### src/rtl/pgm_pkg.sv
`timescale 1ns / 1ps
// package for the path rule glob matcher
// holds widths, request and mode codes, character constants, and fold and separator helpers
package pgm_pkg;

    localparam int MaxChars = 256;
    localparam int AddrW = $clog2(MaxChars);
    localparam int CntW = AddrW + 1;
    localparam int CharW = 16;
    localparam int QueueDepth = 4;
    localparam int QueueAw = $clog2(QueueDepth);

    typedef enum logic [1:0] {
        REQ_RULE_CHAR = 2'd0,
        REQ_PATH_CHAR = 2'd1,
        REQ_RULE_END  = 2'd2,
        REQ_PATH_END  = 2'd3
    } t_req;

    typedef enum logic [1:0] {
        MODE_EXACT = 2'd0,
        MODE_DIR   = 2'd1,
        MODE_GLOB  = 2'd2,
        MODE_NEVER = 2'd3
    } t_mode;

    localparam logic [1:0] REG_MATCH_MODE = 2'd0;
    localparam logic [1:0] REG_RECURSIVE  = 2'd1;

    localparam logic [CharW-1:0] CH_STAR   = 16'h002A;
    localparam logic [CharW-1:0] CH_QUES   = 16'h003F;
    localparam logic [CharW-1:0] CH_BSLASH = 16'h005C;
    localparam logic [CharW-1:0] CH_SLASH  = 16'h002F;

    typedef struct packed {
        t_req             req;
        logic [CharW-1:0] ch;
    } t_item;

    function automatic logic [CharW-1:0] fold(input logic [CharW-1:0] c);
        if (c >= 16'h0061 && c <= 16'h007A) begin
            return c - 16'h0020;
        end
        return c;
    endfunction

    function automatic logic is_sep(input logic [CharW-1:0] c);
        return (c == CH_BSLASH) || (c == CH_SLASH);
    endfunction

endpackage

### src/rtl/pgm_queue.sv
`timescale 1ns / 1ps
// short fifo of input items between the front and the back engine
// depends on pgm_pkg
module pgm_queue (
    input  logic          i_clk,
    input  logic          i_rst_n,
    input  logic          i_push,
    input  pgm_pkg::t_item i_item,
    output logic          o_full,
    input  logic          i_pop,
    output logic          o_empty,
    output pgm_pkg::t_item o_item
);
    import pgm_pkg::*;

    t_item              r_buf [QueueDepth];
    logic [QueueAw-1:0] r_wp, r_rp;
    logic [QueueAw:0]   r_cnt;

    always_ff @(posedge i_clk) begin
        if (i_push) begin
            r_buf[r_wp] <= i_item;
        end
    end

    always_ff @(posedge i_clk) begin
        if (!i_rst_n) begin
            r_wp  <= '0;
            r_rp  <= '0;
            r_cnt <= '0;
        end else begin
            if (i_push) begin
                r_wp <= r_wp + 1'b1;
            end
            if (i_pop) begin
                r_rp <= r_rp + 1'b1;
            end
            case ({i_push, i_pop})
                2'b10:   r_cnt <= r_cnt + 1'b1;
                2'b01:   r_cnt <= r_cnt - 1'b1;
                default: r_cnt <= r_cnt;
            endcase
        end
    end

    assign o_full  = (r_cnt == (QueueAw+1)'(QueueDepth));
    assign o_empty = (r_cnt == '0);
    assign o_item  = r_buf[r_rp];
endmodule

### config.mk
export PLATFORM = sky130hd
export DESIGN_NAME = pgm_queue
export DESIGN_NICKNAME = d
export VERILOG_FILES = /design/src/rtl/pgm_pkg.sv /design/src/rtl/pgm_queue.sv
export SDC_FILE = /design/constraint.sdc
export NUM_CORES = 1
export LEC_CHECK = 0
export BUFFER_PORTS_ARGS = -buffer_cell sky130_fd_sc_hd__buf_2
export CAP_MARGIN = 0
export CORE_MARGIN = 5
export CORE_UTILIZATION = 45
export CTS_CLUSTER_DIAMETER = 80
export DETAILED_ROUTE_END_ITERATION = 7
export PLACE_DENSITY = 0.75
export SLEW_MARGIN = 20
export SYNTH_ARGS = -nofsm -noshare
export SYNTH_HDL_FRONTEND = slang
export SYNTH_SLANG_ARGS = --single-unit
### constraint.sdc
create_clock -name i_clk -period 3.3 [get_ports i_clk]
set_input_delay 0.495 -clock i_clk [delete_from_list [all_inputs] [get_ports i_clk]]
set_output_delay 0.495 -clock i_clk [all_outputs]
set_load 0.005 [all_outputs]
## Yosys cells after proc, flatten, opt, wreduce, memory -nomap -nowiden

Memories as Yosys holds them, arrays and structs flattened. A register that Yosys moved wholly into a read port is not among the register bits.
Index checks and enable logic that the tools add are counted.

- Add/sub/neg operators: 4
- Mux-type cells: 5
- Shift operators: 0
- Div/mod/pow operators: 0
- Equality and inequality tests: 3
- Magnitude comparators: 0
- Multipliers: 0
- Reduce and logical (&&, ||, !) cells: 2
- Bitwise logic cells: 0

Operator list:

| operator | number |
|---|---|
| $pmux W3 S2 | 1 |
| $add A2 B1 Y2 const B | 2 |
| $mux W2 | 2 |
| $add A3 B1 Y3 const B | 1 |
| $eq A3 B3 Y1 const B | 1 |
| $logic_not A3 Y1 | 1 |
| $sub A3 B1 Y3 const B | 1 |
| $eq A2 B1 Y1 const B | 1 |
| $eq A2 B2 Y1 const B | 1 |
| $mux W1 | 2 |
| $reduce_bool A2 Y1 | 1 |

- ROM bits: 0
- Bits in latches: 0
- Memories: 1
- Input port bits: 22
- Flip-flop bits (word level): 7
- Logic and storage cells: 18
- RAM bits: 72

Memories:

| memory | depth | width | read ports | clocked after memory_dff | wr ports | line | text |
|---|---|---|---|---|---|---|---|
| r_buf | 4 | 18 | 1 | 1 | 1 | pgm_queue.sv:16 | `t_item r_buf [QueueDepth];` |

## Longest topological paths before layout

- Depth after elaboration: 3
- Mapped depth: 7
- Gate-level depth less buffers: 7

## Worst setup path after synthesis

Ideal clock, no wire load.

- Path type: input to register
- Start: in i_push
- End: reg r_cnt[2]
- Path slack: 1.540 ns
- Stages: 7
- Arrival: 1.685 ns
- Path through: inv_1 ha_1 inv_1 fa_1 xor2_1 or3_1 a21boi_0

- Word-level cells in the longest chain between the ends: 2
- Elaborated cells on any way between the ends: 4

RTL lines:

| what | line | text |
|---|---|---|
| start: declaration | pgm_queue.sv:7 | `input logic i_push,` |
| $eq A2 B1 Y1 or $eq A2 B2 Y1 (tied branches) | pgm_queue.sv:38 | `case ({i_push, i_pop})` |
| $pmux W3 S2 or $reduce_bool A2 Y1 (tied branches) | -- |  |
| end signal: assignment | pgm_queue.sv:39 | `2'b10: r_cnt <= r_cnt + 1'b1;` |
| end signal: assignment | pgm_queue.sv:40 | `2'b01: r_cnt <= r_cnt - 1'b1;` |
| end signal: assignment | pgm_queue.sv:41 | `default: r_cnt <= r_cnt;` |
| end: declaration | pgm_queue.sv:18 | `logic [QueueAw:0] r_cnt;` |

Parallel ways exist; a longest one is shown, timed or not.
A chain may end at the register's enable or synchronous reset.

==> results.txt <==
fin area = 3571 sq um
input/output buffers = 41
# resized after CTS = 0
main combinational cell family by area after synthesis = multiplexers
CP required = 2.80 ns
Power Total = 2.134 mW
Post-Synthesis Cells = 140
Initial Utilization = 0.4598
max_slew headroom = 0.3896
Ys Warns = 0
simple-gate share of the synthesized area = 0.03038
GRT Total Usage = 0.1207
post-synthesis adder-cell area fraction = 0.02673
P_leak = 1.265 nW
Pwr Density = 597.7 nW/um^2
first-pass GRT wire length = 7.617 mm
vias in the first global route = 1484
Final ANT Viol Nets = 0
placed cell count = 258
fin crit period = 2.598 ns
Longest Clk Path Bufs = 2
fin. max-slew vios = 0
number of distinct library cells after synthesis = 21
clock latency on the worst-skew pair = 0.33 ns
Finished Layout Cells = 274
TritonCTS clock tree = yes
peak supply drop = 0.0002302 V
CP endpoint kind = output pin
average wire per standard cell = 16.80 um
top cell type's share of synthesized area = 0.6999
die area = 8622 sq um
final WL = 4.602 mm
mux cell area share after synthesis = 0.1442
drt pass-1 iters = 4
top cells by area, synth = edfxtp_1, mux4_2, mux4_1, dfxtp_1, and2_1
status = finished, final reports clean
Syn Nets = 168
most frequent cells in the layout = edfxtp_1, buf_2, mux4_2, and2_1
CP Max Fanout = 13
CTS Hold Bufs = 0
Max Cap Violations = 0
worst slack, placed = 1.004 ns
Worst Clk Skew = 0.008675 ns
most common cell after layout, fill and taps aside = edfxtp_1
core area = 6719 sq um
total gr overflow = 0
fmax = 384.9 MHz
sequential share of the synthesized area = 0.7582
share of layout cells above drive strength 1 = 0.3402
Synth Area in XOR/XNOR = 0.01418
crit share post-route = 0.7873
type of the tightest min-delay check = input pin to flip-flop
placed instance area = 3361 sq um
compound-gate portion of the synthesized area = 0.005670
pin count of the biggest net entering global routing = 19
RSZ-0062 raised after global routing = false
Nets = 217
Ports = 42
FP Rows = 30
setup TNS = 0 ns
H-Tree Depth = 3
cts bufs inserted = 9
Die H = 92.86 um
Worst-path clk slew = 0.07 ns
via count = 1362
post-DP HPWL = 3.049 mm
Synth area leader = edfxtp_1
Root Buffer = clkbuf_8
post-synthesis average cell area = 22.07 sq um
type of origin of the critical path = flip-flop
tightest hold margin = 0.3709 ns
fillers = 507
ANT cells = 0
CP Class = flip-flop to output pin
Slew @ Worst Pin = 0.9156 ns
drt initial violations = 68
final hold viol count = 0
Layout Utilization = 0.5315
DR DRC count = 0
Die Wd = 92.86 um
Area Growth Syn to Fin = 15.59%
Post-CTS Setup Bufs = 0
worst path arrival time = 2.10 ns
initial antenna violation count = 0
number of synthesized register bits = 81
gpl congestion = 0.6954
Mapped Area = 3089 sq um
# setup viols final = 0
Via density = 4.971
CTS Sinks = 81
Setup WS post-layout = 0.7020 ns
[report_power, final]
part           switching, mW  internal, mW
clock network          0.320         0.422
registers             0.0308          1.17
logic                 0.0853         0.103
[layer usage]
metal / wire length, um / GRT usage / share of wire
met3: 212 / 0.03249 / 0.046
met4: 53 / 0.06593 / 0.012
met2: 2333 / 0.1902 / 0.51
met5: 0 / 0 / 0
met1: 2004 / 0.1519 / 0.44
[kinds of logic after synthesis]
family | count (synthesis)
DFF | 81
muxes | 19
and+or+nand+nor | 16
buffers and inverters | 10
adders and majority gates | 6
xor gates and xnor gates | 5
AOI/OAI and AO/OA | 3
[synthesized netlist by cell type, drive strengths merged]
cell type and instances:
nor2b 1, edfxtp 72, o21ai 2, and2 10, fa 1, mux4 18
nor3 1, xor2 3, ha 5, xnor2 2, and3 1, inv 6
or3 1, a21boi 1, buf 4, nand2 2, dfxtp 9, mux2i 1
[critical path: stages, from the launching register on]
cell	delay (ns)
dfxtp_1	0.82
buf_4	0.30
mux4_2	0.50
buf_2	0.14
[registers in the layout, indices dropped and copies added, names as in the netlist, named ones only]
| name | flops |
|---|---|
| r_cnt | 3 |
| r_wp | 2 |
| r_rp | 2 |
| r_buf | 72 |
[final cells by class]
class / instances / area (sq um) / share of cell area
Sequential cell: 81 / 2342 / 0.6559
Multi-Input combinational cell: 49 / 683.2 / 0.1913
Timing Repair Buffer: 42 / 212.7 / 0.05957
Clock buffer: 10 / 127.6 / 0.03574
Tap cell: 80 / 100.1 / 0.02803
Clock inverter: 6 / 82.58 / 0.02313
Inverter: 6 / 22.52 / 0.006307
[path summary, 6_finish.rpt]
kind         slack, ns             startpoint                endpoint  cells after the start
max               0.70              flip-flop               o_item[3]                      3
min               0.37             i_item[14]  r_buf[1][14]$_DFFE_PP_                      1
min reg2reg       0.52  r_cnt[2]$_SDFFE_PN0P_   r_cnt[2]$_SDFFE_PN0P_                      2
max reg2reg       1.61   r_wp[0]$_SDFFE_PN0P_  r_buf[2][12]$_DFFE_PP_                      3
(Power assumes the default switching activity.)
